--- src/rtl/core/fq_pkg.sv ---
// shared constants, types and codes for the searchable fifo queue
`default_nettype none
package fq_pkg;
    localparam int DEPTH      = 16;
    localparam int DATA_WIDTH = 32;
    localparam int WORD_W     = 32;
    localparam int POS_W      = 5;
    localparam int OP_W       = 2;
    localparam int ST_W       = 2;

    localparam logic [OP_W-1:0] OP_PUSH   = 2'd0;
    localparam logic [OP_W-1:0] OP_POP    = 2'd1;
    localparam logic [OP_W-1:0] OP_SEARCH = 2'd2;

    localparam logic [ST_W-1:0] ST_OK        = 2'd0;
    localparam logic [ST_W-1:0] ST_UNDERFLOW = 2'd1;
    localparam logic [ST_W-1:0] ST_OVERFLOW  = 2'd2;

    typedef logic [DATA_WIDTH-1:0] data_t;

    // broadcast to every cell of the chain
    typedef struct packed {
        logic  push;
        logic  pop;
        data_t data;
    } cmd_t;
endpackage
`default_nettype wire

--- src/rtl/core/fq_req_if.sv ---
// request channel: operation and value
`default_nettype none
interface fq_req_if;
    logic                            valid;
    logic                            ready;
    logic [fq_pkg::OP_W-1:0]         operation;
    logic signed [fq_pkg::WORD_W-1:0] value;

    modport source (output valid, operation, value, input ready);
    modport sink (input valid, operation, value, output ready);
endinterface
`default_nettype wire

--- src/rtl/core/fq_rsp_if.sv ---
// response channel: result of one operation
`default_nettype none
interface fq_rsp_if;
    logic                             valid;
    logic                             ready;
    logic signed [fq_pkg::WORD_W-1:0] popped_value;
    logic signed [fq_pkg::WORD_W-1:0] front_value;
    logic                             is_empty;
    logic                             found;
    logic [fq_pkg::POS_W-1:0]         position;
    logic [fq_pkg::ST_W-1:0]          status;

    modport source (output valid, popped_value, front_value, is_empty, found, position,
                    status, input ready);
    modport sink (input valid, popped_value, front_value, is_empty, found, position,
                  status, output ready);
endinterface
`default_nettype wire

--- src/rtl/core/fq_cell.sv ---
// one queue cell: holds an entry, shifts toward the head on pop, compares a key
`default_nettype none
module fq_cell (
    input  wire logic           clk,
    input  wire logic           rst_n,
    input  wire fq_pkg::cmd_t   cmd,
    input  wire logic           prev_valid,
    input  wire logic           next_valid,
    input  wire fq_pkg::data_t  next_data,
    output logic                valid,
    output fq_pkg::data_t       data,
    output logic                hit
);
    logic          valid_reg;
    logic          valid_next;
    fq_pkg::data_t data_reg;
    fq_pkg::data_t data_next;
    logic          load;

    // first empty cell behind the last valid one takes the pushed value
    assign load = cmd.push && !valid_reg && prev_valid;

    always_comb
    begin
        valid_next = valid_reg;
        data_next  = data_reg;
        if (cmd.pop)
        begin
            valid_next = next_valid;
            data_next  = next_data;
        end
        else if (load)
        begin
            valid_next = 1'b1;
            data_next  = cmd.data;
        end
    end

    always_ff @(posedge clk or negedge rst_n)
    begin
        if (!rst_n)
        begin
            valid_reg <= 1'b0;
        end
        else
        begin
            valid_reg <= valid_next;
        end
    end

    always_ff @(posedge clk)
    begin
        data_reg <= data_next;
    end

    assign valid = valid_reg;
    assign data  = data_reg;
    assign hit   = valid_reg && (data_reg == cmd.data);
endmodule
`default_nettype wire

--- src/rtl/core/fq_prio.sv ---
// priority encoder: 1-based position of the match nearest the head
`default_nettype none
module fq_prio (
    input  wire logic [fq_pkg::DEPTH-1:0] hits,
    output logic                          found,
    output logic [fq_pkg::POS_W-1:0]      position
);
    always_comb
    begin
        position = '0;
        for (int i = fq_pkg::DEPTH - 1; i >= 0; i--)
        begin
            if (hits[i])
            begin
                position = fq_pkg::POS_W'(i + 1);
            end
        end
    end

    assign found = |hits;
endmodule
`default_nettype wire

--- src/rtl/core/fifo_queue_with_search.sv ---
// top level: searchable fifo queue built as a chain of cells
//
//   channel  dir  fields
//   req      in   operation, value
//   rsp      out  popped_value, front_value, is_empty, found, position, status
//
// one request is accepted per cycle while the response is not stalled, and its
// response appears in the output register on the next cycle.
// cell 0 always holds the oldest entry; a pop shifts every cell one place down.
// search compares all cells at once and a priority encoder picks the first hit.
// reset clears the cell valid bits and the response valid bit; the queue is empty.
// a stalled response holds the output register and blocks new requests.
`default_nettype none
module fifo_queue_with_search (
    input  wire logic clk,
    input  wire logic rst_n,
    fq_req_if.sink    req,
    fq_rsp_if.source  rsp
);
    localparam int D = fq_pkg::DEPTH;

    logic                  accept;
    fq_pkg::cmd_t          cmd;
    fq_pkg::data_t         key;
    logic [D-1:0]          cell_valid;
    logic [D-1:0]          nxt_valid;
    logic [D-1:0]          prv_valid;
    logic [D-1:0]          cell_hit;
    logic [D-1:0]          search_hit;
    fq_pkg::data_t         cell_data [D];
    fq_pkg::data_t         nxt_data [D];
    logic                  enc_found;
    logic [fq_pkg::POS_W-1:0] enc_pos;

    logic                             rsp_valid_reg;
    logic signed [fq_pkg::WORD_W-1:0] popped_reg, popped_next;
    logic signed [fq_pkg::WORD_W-1:0] front_reg, front_next;
    logic                             empty_reg, empty_next;
    logic                             found_reg, found_next;
    logic [fq_pkg::POS_W-1:0]         pos_reg, pos_next;
    logic [fq_pkg::ST_W-1:0]          status_reg, status_next;

    assign req.ready = !rsp_valid_reg || rsp.ready;
    assign accept    = req.valid && req.ready;
    assign key       = fq_pkg::DATA_WIDTH'($unsigned(req.value));

    assign cmd.push = accept && (req.operation == fq_pkg::OP_PUSH);
    assign cmd.pop  = accept && (req.operation == fq_pkg::OP_POP) && cell_valid[0];
    assign cmd.data = key;

    assign nxt_valid = {1'b0, cell_valid[D-1:1]};
    assign prv_valid = {cell_valid[D-2:0], 1'b1};

    for (genvar g = 0; g < D; g++)
    begin : g_cell
        if (g == D - 1)
        begin : g_last
            assign nxt_data[g] = '0;
        end
        else
        begin : g_mid
            assign nxt_data[g] = cell_data[g+1];
        end

        fq_cell u_cell (
            .clk        (clk),
            .rst_n      (rst_n),
            .cmd        (cmd),
            .prev_valid (prv_valid[g]),
            .next_valid (nxt_valid[g]),
            .next_data  (nxt_data[g]),
            .valid      (cell_valid[g]),
            .data       (cell_data[g]),
            .hit        (cell_hit[g])
        );
    end

    assign search_hit = (req.operation == fq_pkg::OP_SEARCH) ? cell_hit : '0;

    fq_prio u_prio (
        .hits     (search_hit),
        .found    (enc_found),
        .position (enc_pos)
    );

    // response fields as the queue stands after the operation
    always_comb
    begin
        popped_next = '0;
        status_next = fq_pkg::ST_OK;
        front_next  = cell_valid[0] ? fq_pkg::WORD_W'(cell_data[0]) : '0;
        empty_next  = !cell_valid[0];
        found_next  = enc_found;
        pos_next    = enc_pos;
        case (req.operation)
            fq_pkg::OP_PUSH:
            begin
                empty_next = 1'b0;
                if (cell_valid[D-1])
                begin
                    status_next = fq_pkg::ST_OVERFLOW;
                end
                else if (!cell_valid[0])
                begin
                    front_next = fq_pkg::WORD_W'(key);
                end
            end
            fq_pkg::OP_POP:
            begin
                if (cell_valid[0])
                begin
                    popped_next = fq_pkg::WORD_W'(cell_data[0]);
                    front_next  = cell_valid[1] ? fq_pkg::WORD_W'(cell_data[1]) : '0;
                    empty_next  = !cell_valid[1];
                end
                else
                begin
                    status_next = fq_pkg::ST_UNDERFLOW;
                end
            end
            default:
            begin
            end
        endcase
    end

    always_ff @(posedge clk or negedge rst_n)
    begin
        if (!rst_n)
        begin
            rsp_valid_reg <= 1'b0;
        end
        else if (req.ready)
        begin
            rsp_valid_reg <= req.valid;
        end
    end

    always_ff @(posedge clk)
    begin
        if (accept)
        begin
            popped_reg <= popped_next;
            front_reg  <= front_next;
            empty_reg  <= empty_next;
            found_reg  <= found_next;
            pos_reg    <= pos_next;
            status_reg <= status_next;
        end
    end

    assign rsp.valid        = rsp_valid_reg;
    assign rsp.popped_value = popped_reg;
    assign rsp.front_value  = front_reg;
    assign rsp.is_empty     = empty_reg;
    assign rsp.found        = found_reg;
    assign rsp.position     = pos_reg;
    assign rsp.status       = status_reg;

    // valid cells always form a solid run starting at the head
    a_thermo: assert property (@(posedge clk) disable iff (!rst_n)
        ((cell_valid >> 1) & ~cell_valid) == '0)
        else $error("cell valid bits are not contiguous from the head");

    // a pop that succeeds removes exactly one entry
    a_pop_count: assert property (@(posedge clk) disable iff (!rst_n)
        cmd.pop |=> ($countones(cell_valid) + 1) == $past($countones(cell_valid)))
        else $error("pop did not remove exactly one entry");

    // a refused push leaves every cell untouched
    a_full_push: assert property (@(posedge clk) disable iff (!rst_n)
        (cmd.push && cell_valid[D-1]) |=> $stable(cell_valid))
        else $error("push on a full queue changed the cells");

    // a reported match always carries a position and is never reported on an empty queue
    a_found_pos: assert property (@(posedge clk) disable iff (!rst_n)
        (rsp_valid_reg && found_reg) |-> (pos_reg != '0 && !empty_reg))
        else $error("match reported without a position or on an empty queue");
endmodule
`default_nettype wire
--- src/flat_wrapper.sv ---
// flat-port wrapper written by rule: the top's interface ports become plain ports
module fifo_queue_with_search_flat 
  (clk, rst_n, req_valid, req_operation, req_value, req_ready, rsp_valid, rsp_popped_value, rsp_front_value, rsp_is_empty, rsp_found, rsp_position, rsp_status, rsp_ready);
  fq_req_if req_i ();
  fq_rsp_if rsp_i ();
  input  wire logic clk;
  input  wire logic rst_n;
  input wire logic [$bits(req_i.valid)-1:0] req_valid;
  input wire logic [$bits(req_i.operation)-1:0] req_operation;
  input wire logic [$bits(req_i.value)-1:0] req_value;
  output wire logic [$bits(req_i.ready)-1:0] req_ready;
  output wire logic [$bits(rsp_i.valid)-1:0] rsp_valid;
  output wire logic [$bits(rsp_i.popped_value)-1:0] rsp_popped_value;
  output wire logic [$bits(rsp_i.front_value)-1:0] rsp_front_value;
  output wire logic [$bits(rsp_i.is_empty)-1:0] rsp_is_empty;
  output wire logic [$bits(rsp_i.found)-1:0] rsp_found;
  output wire logic [$bits(rsp_i.position)-1:0] rsp_position;
  output wire logic [$bits(rsp_i.status)-1:0] rsp_status;
  input wire logic [$bits(rsp_i.ready)-1:0] rsp_ready;
  assign req_i.valid = req_valid;
  assign req_i.operation = req_operation;
  assign req_i.value = req_value;
  assign req_ready = req_i.ready;
  assign rsp_valid = rsp_i.valid;
  assign rsp_popped_value = rsp_i.popped_value;
  assign rsp_front_value = rsp_i.front_value;
  assign rsp_is_empty = rsp_i.is_empty;
  assign rsp_found = rsp_i.found;
  assign rsp_position = rsp_i.position;
  assign rsp_status = rsp_i.status;
  assign rsp_i.ready = rsp_ready;
  fifo_queue_with_search u_core (.clk(clk), .rst_n(rst_n), .req(req_i), .rsp(rsp_i));
endmodule
--- config.mk ---
export PLATFORM = sky130hd
export DESIGN_NAME = fifo_queue_with_search_flat
export DESIGN_NICKNAME = d
export VERILOG_FILES = /design/src/rtl/core/fq_pkg.sv /design/src/rtl/core/fq_req_if.sv /design/src/rtl/core/fq_rsp_if.sv /design/src/rtl/core/fq_cell.sv /design/src/rtl/core/fq_prio.sv /design/src/rtl/core/fifo_queue_with_search.sv /design/src/flat_wrapper.sv
export SDC_FILE = /design/constraint.sdc
export NUM_CORES = 1
export LEC_CHECK = 0
export BUFFER_PORTS_ARGS = -buffer_cell sky130_fd_sc_hd__buf_2
export CELL_PAD_IN_SITES_DETAIL_PLACEMENT = 0
export CELL_PAD_IN_SITES_GLOBAL_PLACEMENT = 1
export CORE_ASPECT_RATIO = 1.5
export CORE_MARGIN = 2
export CORE_UTILIZATION = 52
export DETAILED_ROUTE_END_ITERATION = 10
export HOLD_SLACK_MARGIN = 0.05
export PLACE_DENSITY = 0.92
export SLEW_MARGIN = 20
export SYNTH_ARGS = -nofsm -noshare
export SYNTH_HDL_FRONTEND = slang
export SYNTH_SLANG_ARGS = --single-unit
--- constraint.sdc ---
create_clock -name clk -period 7.3 [get_ports clk]
set_clock_uncertainty 0.2 [all_clocks]
set_input_delay 0.73 -clock clk [delete_from_list [all_inputs] [get_ports clk]]
set_output_delay 0.73 -clock clk [all_outputs]
set_load 0.02 [all_outputs]
# [Yosys cells after proc, flatten, opt, wreduce, memory -nomap -nowiden]
# Cells that the tools add are included.
[word_totals] reg_bits=602 inputBits=38 out_inout_bits=75 elab_cells=239
[op_classes] n_eq_ne=18 mux=89 reduce_logical=90
[ops] cell="$mux 32" count=35
[ops] cell="$eq 32x32->1" count=16
[ops] cell="$pmux 32 s2" count=1
[ops] cell="$logic_and 1x1->1" count=51
[ops] cell="$mux 1" count=34
[ops] cell="$mux 4" count=8
[ops] cell="$reduce_bool 2->1" count=16
[ops] cell="$logic_not 1->1" count=17
[ops] cell="$mux 16" count=1
[ops] cell="$reduce_or 16->1" count=1
[ops] cell="$reduce_or 15->1" count=1
[ops] cell="$mux 3" count=4
[ops] cell="$reduce_or 7->1" count=1
[ops] cell="$mux 2" count=3
[ops] cell="$mux 5" count=1
[ops] cell="$pmux 2 s2" count=1
[ops] cell="$reduce_or 3->1" count=1
[ops] cell="$eq 2x1->1 const B" count=1
[ops] cell="$eq 2x2->1 const B" count=1
[ops] cell="$logic_not 2->1" count=1
[ops] cell="$pmux 1 s2" count=1
[ops] cell="$logic_or 1x1->1" count=1

# [Depth between registers and ports, before layout]
# Gate-level depths: netlist of run 1.
[logic_depth] word_depth=18 ltp_mapped=11

# [Modules after synthesis]
# From an unflattened synthesis of run 1, not the netlist that was laid out.
[hier_totals] hier_cells=2185 area_unflattened_um2=31629.1
[modules_own_cells] module="fq_cell" n_inst=16 cells_each=117 area_each_um2=1745.4
[modules_own_cells] module="fifo_queue_with_search" n_inst=1 cells_each=281 area_each_um2=3515.9
[modules_own_cells] module="fq_prio" n_inst=1 cells_each=32 area_each_um2=186.4

# [Worst setup path before layout of run 1]
# Ideal clock, no wire load.
[synth_timing] path_kind="input -> register" startpoint="in rsp_ready" endpoint="reg u_core.g_cell[0].u_cell.data_reg[0] (enable)" arrival_time_ns=4.997 setup_slack_ns=1.638 stages=7 cell_sequence="nand2b_1 > and2_1 > nand3_1 > clkbuf_1 > clkbuf_1 > buf_1 > o21ai_0"
[synth_between] elab_chain_len=5 word_cells_on_any_way=7
[synth_rtl] element="from (decl)" line_no="flat_wrapper.sv:19" text="input wire logic [$bits(rsp_i.ready)-1:0] rsp_ready;"
[synth_rtl] element="$logic_or 1x1->1 (*)" line_no="fifo_queue_with_search.sv:43" text="assign req.ready = !rsp_valid_reg || rsp.ready;"
[synth_rtl] element="$logic_and 1x1->1 (*)" line_no="fifo_queue_with_search.sv:44" text="assign accept = req.valid && req.ready;"
[synth_rtl] element="net u_core.accept" line_no="fifo_queue_with_search.sv:22" text="logic accept;"
[synth_rtl] element="$logic_and 1x1->1 (on tied branches)" line_no="fifo_queue_with_search.sv:47, fifo_queue_with_search.sv:48"
[synth_rtl] element="$logic_and 1x1->1 (on tied branches)" line_no="fq_cell.sv:21, fifo_queue_with_search.sv:48"
[synth_rtl] element="$reduce_bool 2->1 (no line) (*)"
[synth_rtl] element="to (signal assigned)" line_no="fq_cell.sv:53" text="data_reg <= data_next;"
[synth_rtl] element="to (decl)" line_no="fq_cell.sv:16" text="fq_pkg::data_t data_reg;"
# Mark *: on every way through the listed nets, which the timed path passes. The rest lies on a longest branch.
# A chain may end at the register's enable or synchronous reset.

# [Final worst setup path of run 1]
[layout_timing] startpoint="in req_value[2]" endpoint="reg u_core.pos_reg, in the netlist u_core.rsp.position[4] (data pin)"
[layout_between] elab_chain_len=4 word_cells_on_any_way=35
[layout_rtl] element="from (decl)" line_no="flat_wrapper.sv:10" text="input wire logic [$bits(req_i.value)-1:0] req_value;"
[layout_rtl] element="$eq 32x32->1" line_no="fq_cell.sv:58" text="assign hit = valid_reg && (data_reg == cmd.data);"
[layout_rtl] element="$logic_and 1x1->1" line_no="fq_cell.sv:58"
[layout_rtl] element="$mux 16 (*)" line_no="fifo_queue_with_search.sv:78" text="assign search_hit = (req.operation == fq_pkg::OP_SEARCH) ? cell_hit : '0;"
[layout_rtl] element="$reduce_or 15->1 (no line) / $mux 5 (equally long branches)"
[layout_rtl] element="to (signal assigned)" line_no="fifo_queue_with_search.sv:147" text="pos_reg <= pos_next;"
[layout_rtl] element="to (decl)" line_no="fifo_queue_with_search.sv:40" text="logic [fq_pkg::POS_W-1:0] pos_reg, pos_next;"
# Mark *: on every way between the ends. The rest lies on a longest branch, timed or not.

==> metrics.txt, run 1 <==
Seq/Total Area, Yosys 0.588; post-layout min period 3670 ps; Worst-Margin Slew 1200 ps; Top FF cell, synth edfxtp_1; synthesis-to-layout area growth 8.15%; switch share 0.288; CP cell instances buf_2 > xor2_1 > nor4_1 > nand4_1 > or4_4 > nor4_4 > or3_2 > nand3b_1 > nor4_1; CP max FO 19; largest net degree at the start of global routing 188; Worst setup SP type input port; combinational share of power 0.171; share of cells above drive strength 1 0.0954; gr ovfl total 0; Critical Path AT 3820 ps; global-route wire length before repair 130000 microns; EDFF count, synth 553; DRC 0; worst skew pair latency 620 ps; pwr dens 270 nW/um^2; M2 GR Usage 0.524; critical path class in2reg; Finish-stage setup viols 0; Min Hold Slack 126 ps; Pint 6.24 mW; Layout Nets 2404; status finished clean; Slew Viols, Final 0; global-route usage over all layers 0.296; Top delay family on crit path simple AND/OR/NAND/NOR gates; DP HPWL 64200 microns; total CTS buffers 56; Clk pwr share 0.318; TritonCTS clock tree yes; GR Layer Usage met3 0.0360; max reg flops 512; final hold vios 0; CP most frequent cell nor4_1; Sequential Power Share 0.511; final instance area 32500 sq um; DRT iter0 DRCs 1688; CTS max path bufs 3; final worst path period share 0.503; met1 usage 0.308; initial antenna violation count 0; switching power 2.52 mW; Via density 6.14; Slowest cell on crit path nor4_1; Cell variety after synth 41; WL final 88900 microns; Slew HR 0.195; worst hold path type in2reg; TritonRoute pass-1 iters 6; Top Ports 113; die area 59800 sq um; Initial Utilization 0.528; Total Negative Setup Slacks 0 ps; Mapped Nets 2433; DIE WIDTH 200 microns; WP buf/inv 1; most common cell after layout, fill and taps aside edfxtp_1; PortBufs 112; P_leak 13.3 nW; Synthesis Warnings 0; core area 56900 sq um; WL per Instance 28.0 microns; most used routing layer met2; Core Util, Final 0.571; Max stage delay on crit path 1020 ps; CP Capture Type register; via count 19500; diode count 0; CTS clock-pin slew for the worst setup and hold paths 70 ps; H-tree depth 2; FP Rows 107; Required @ worst endpoint 7450 ps; vias in the first global route 19600; CTS root buf clkbuf_16; RSZ-0062 raised after global routing no; maximum VDD drop 0.000247 V; remaining antenna violation count 0; Post-Synthesis Cells 2395; Mapped Area 30000 sq um; Async SR Flop Fraction 0.0282; Syn Area/Cell 12.5 sq um; max_cap viols 0; #FFs+latches synth 602; routability cong. 0.980; clk sinks 602; area leader, netlist edfxtp_1; dominant cells by area after synthesis edfxtp_1 55%, a21o_1 12%, xor2_1 7.5%, xnor2_1 7.4%, dfxtp_1 2.1%; Die Y 298 microns; most frequent cells in the layout 553 x edfxtp_1, 480 x a21o_1, 258 x xor2_1, 254 x xnor2_1, 149 x nand2_1; FMAX 0.273 GHz; Yosys top cell area share 0.553; Area after DPL 30800 sq um
synth_stat cells (10+ instances only):
master and n:
xnor2_1 254, and3_1 35, clkbuf_1 156, a22o_1 32, nor4_1 77, a21o_1 480, o22a_1 15, edfxtp_1 553
xor2_1 258, nand3_1 58, buf_4 19, nand2_1 149, nand4_1 69, and2_1 35, buf_2 37, a21oi_1 39
dfxtp_1 32, buf_6 10, nand3b_1 14, dfrtp_1 17
stage by stage:
| stage | std cells | setup WS [ps] | power (mW) |
|---|---|---|---|
| 2_1_floorplan | 2395 | 1640 | 5.45 |
| 3_3_place_gp | 3070 | 3370 | 5.97 |
| 3_5_place_dp | 3070 | 3300 | 6.02 |
| 4_1_cts | 3173 | 3940 | 8.77 |
| 5_1_grt | 3173 | 3670 | 9.05 |
| 6_report | 3173 | 3630 | 8.76 |
worst paths after layout:
check / from / to / slack, ps / depth (start not counted)
max in group asynchronous: rst_n / u_core.g_cell[0].u_cell.valid$_DFFE_PN0P_ / 6200 / 2
worst min-delay path: req_valid / u_core.rsp.valid$_DFFE_PN0N_ / 130 / 2
min in group asynchronous: rst_n / u_core.g_cell[6].u_cell.valid$_DFFE_PN0P_ / 380 / 2
worst max register to register: u_core.g_cell[0].u_cell.data[2]$_DFFE_PP_ / u_core.rsp.position[4]$_SDFFCE_PP0P_ / 3750 / 8
worst max-delay path: req_value[2] / u_core.rsp.position[4]$_SDFFCE_PP0P_ / 3630 / 9
worst min register to register: u_core.g_cell[15].u_cell.data[15]$_SDFFE_PP0P_ / u_core.g_cell[15].u_cell.data[15]$_SDFFE_PP0P_ / 280 / 2
metal layers:
layer	share of wire	up-vias
met5	0	-
met4	0.11	0
met3	0.049	296
met2	0.51	850
met1	0.33	9745
li1	-	8605
kinds of logic after synthesis:
logic type             count (synthesis)  share of synthesized area
AO/OA/AOI/OAI                        574                      0.142
XOR/XNOR                             512                      0.149
buffers and inverters                230                     0.0352
flip-flops                           602                      0.588
AND/OR/NAND/NOR                      477                     0.0853
power groups by stage:
stage	sequential, mW	clock, mW	combinational, mW
after global routing	4.50	2.96	1.59
after global placement	4.52	0	1.45
after floorplan	4.50	0	0.954
final	4.47	2.79	1.50
after detailed placement	4.54	0	1.48
after CTS	4.47	2.82	1.49
final cells by class:
type                       count  area [sq um]
fill                        4552         24400
sequential                   602         17700
multi-input combinational   1563         11300
clock buffer                  81          1580
tap                          763           955
timing repair buffer         141           806
clock inverter                21           126
inverter                       2          7.51
repair_timing:
action                    CTS  global route
buffers inserted            0             0
hold buffers                1             0
gates resized for setup     0             0
hold endpoints to repair   17             0
No activity file was read; power rests on OpenSTA's default activity.
==> run 2: changes to the inputs <==
Clock period 7.3 ns to 3.5 ns, I/O delays scaled along.
==> metrics.txt, run 2 (synthesis results as in run 1) <==
most frequent cells in the layout 553 x edfxtp_1, 480 x a21o_1, 257 x xor2_1, 254 x xnor2_1, 149 x nand2_1; synthesis-to-layout area growth 12.5%; Min Hold Slack 83.4 ps (-42.8 ps); Required @ worst endpoint 3670 ps (-3780 ps); max_cap viols 0 (unchanged); Top Ports 113 (unchanged); initial antenna violation count 0 (unchanged); worst reg2reg path depth 12 (+4); vias in the first global route 20200 (+2.7%); Worst setup SP type input port; Via density 6.06 (-1.4%); Slew HR 0.361 (+0.166); FMAX 0.303 GHz; CTS clock-pin slew for the worst setup and hold paths 60 ps (about the same); CP Capture Type register; DIE WIDTH 200 microns (unchanged); Finish-stage setup viols 0 (unchanged); share of cells above drive strength 1 0.131 (+0.0352); largest net degree at the start of global routing 133 (-29%); crit path launch req_value[13]; final worst path period share 0.944; final hold vios 0 (unchanged); TritonCTS clock tree yes; global-route usage over all layers 0.301 (+0.00515); worst skew pair latency 620 ps (about the same); TritonRoute pass-1 iters 5 (-1); routability cong. 1.01 (+2.9%); via count 20000 (+2.4%); worst hold path type in2reg; final worst slack 196 ps (-3430 ps); pre-CTS setup slack 47.2 ps (-3250 ps); DRT iter0 DRCs 1737 (+2.9%); Non-Filler Instances 3296 (+3.9%); gr ovfl total 0 (unchanged); FP Rows 107 (unchanged); critical path class in2reg; DRC 0 (unchanged); RSZ-0062 raised after global routing no; Core Util, Final 0.594 (+0.0230); H-tree depth 2 (unchanged); CTS max path bufs 3 (unchanged); WL per Instance 27.7 microns (-1.0%); PortBufs 112 (unchanged); Worst Setup EP u_core.rsp.position[0]$_SDFFCE_PP1P_; Initial Utilization 0.528 (unchanged); post-layout min period 3300 ps; R2R Setup Slk 330 ps (-3420 ps); diode count 0 (unchanged); WL final 91400 microns (+2.8%); Die Y 298 microns (unchanged); placed cells 3163 (+3.0%); DP HPWL 68700 microns (+7.0%); Multi-input gate area 11400 sq um (about the same); P_leak 14.0 nW (+5.3%); maximum VDD drop 0.000366 V (+48%); total CTS buffers 55 (-1.8%); Critical Path AT 3470 ps (-350 ps); Layout Nets 2528 (+5.2%); FF-to-FF Start u_core.g_cell[13].u_cell.data[27]$_DFFE_PP_; most common cell after layout, fill and taps aside edfxtp_1; Total Negative Setup Slacks 0 ps (unchanged); die area 59800 sq um (unchanged); R2R Path End u_core.rsp.position[0]$_SDFFCE_PP1P_; remaining antenna violation count 0 (unchanged); core area 56900 sq um (unchanged); global-route wire length before repair 131000 microns (+1.2%); Slew Viols, Final 0 (unchanged); Fill cells 4475 (-1.7%); Worst-Margin Slew 959 ps (-237 ps); pwr dens 553 nW/um^2 (+100%); max reg flops 512 (unchanged); status finished clean; CP max FO 11 (-8); Sequential Area 17700 sq um (unchanged); clk sinks 602 (unchanged); CTS root buf clkbuf_16
run 2: changes by cell type in the layout (fill, tap and decap cells not counted), sizes merged:
cell / delta
buf: +93
bufinv: +3
clkbuf: -11
clkinv: +7
clkinvlp: -2
dlygate4sd3: +32
inv: +1
run 2: metrics by stage:
stage	area, sq um	total power [mW]
after CTS	33800	18.7
final	33800	18.7
after detailed placement	31700	12.7
after global routing	33800	19.2
after global placement	31700	12.6
after floorplan	30000	11.4
run 2: power breakdown:
group | switching (mW) | total (mW) | leakage [nW] | internal [mW]
Sequential | 0.572 | 9.31 | 5.53 | 8.73
Clock | 2.70 | 6.04 | 0.877 | 3.34
Combinational | 2.10 | 3.33 | 7.56 | 1.24
Total | 5.36 | 18.7 | 14.0 | 13.3
run 2: worst min-delay path by stage:
stage                                 from                                             to  slack [ps]  cells past startpoint
after CTS                     req_value[8]  u_core.g_cell[15].u_cell.data[8]$_SDFFE_PP0P_          50                      4
after global placement               rst_n     u_core.g_cell[13].u_cell.valid$_DFFE_PN0P_          90                      1
after floorplan                      rst_n      u_core.g_cell[0].u_cell.valid$_DFFE_PN0P_        -150                      0
after global routing          req_value[8]  u_core.g_cell[15].u_cell.data[8]$_SDFFE_PP0P_          80                      4
final                     req_operation[1]                  u_core.rsp.is_empty$_DFFE_PP_          80                      3
after detailed placement             rst_n     u_core.g_cell[12].u_cell.valid$_DFFE_PN0P_         110                      1
run 2: area by class of cell:
| class | instances | area share |
|---|---|---|
| flip-flops and latches | 602 | 0.523 |
| multi-input cells | 1563 | 0.336 |
| repair buffers | 266 | 0.0606 |
| clock buffers | 70 | 0.0448 |
| well taps | 763 | 0.0282 |
| clock inverters | 30 | 0.00726 |
| inverters | 2 | 0.000222 |
run 2: timing repair:
action                     CTS  global route
setup buffers                0             0
hold buffers                33             0
hold endpoints to repair    47             0
gates resized for setup      0             1
setup endpoints to repair    0             1
run 2: worst max-delay path, stage by stage:
cell and delay (ps):
dlygate4sd3_1 540, buf_2 260, buf_4 210, xnor2_1 550
nand4_1 180, nor4_1 480, nand3_1 160, a21oi_1 250
o211ai_1 160, a221o_1 320
run 2: metal layers:
metal	vias up	track usage	share of wire	wire length, microns
met4	0	0.312	0.12	11200
met2	835	0.518	0.50	45500
met3	290	0.0309	0.044	3990
met1	9974	0.313	0.34	30800
li1	8866	-	-	-
met5	-	0	0	0
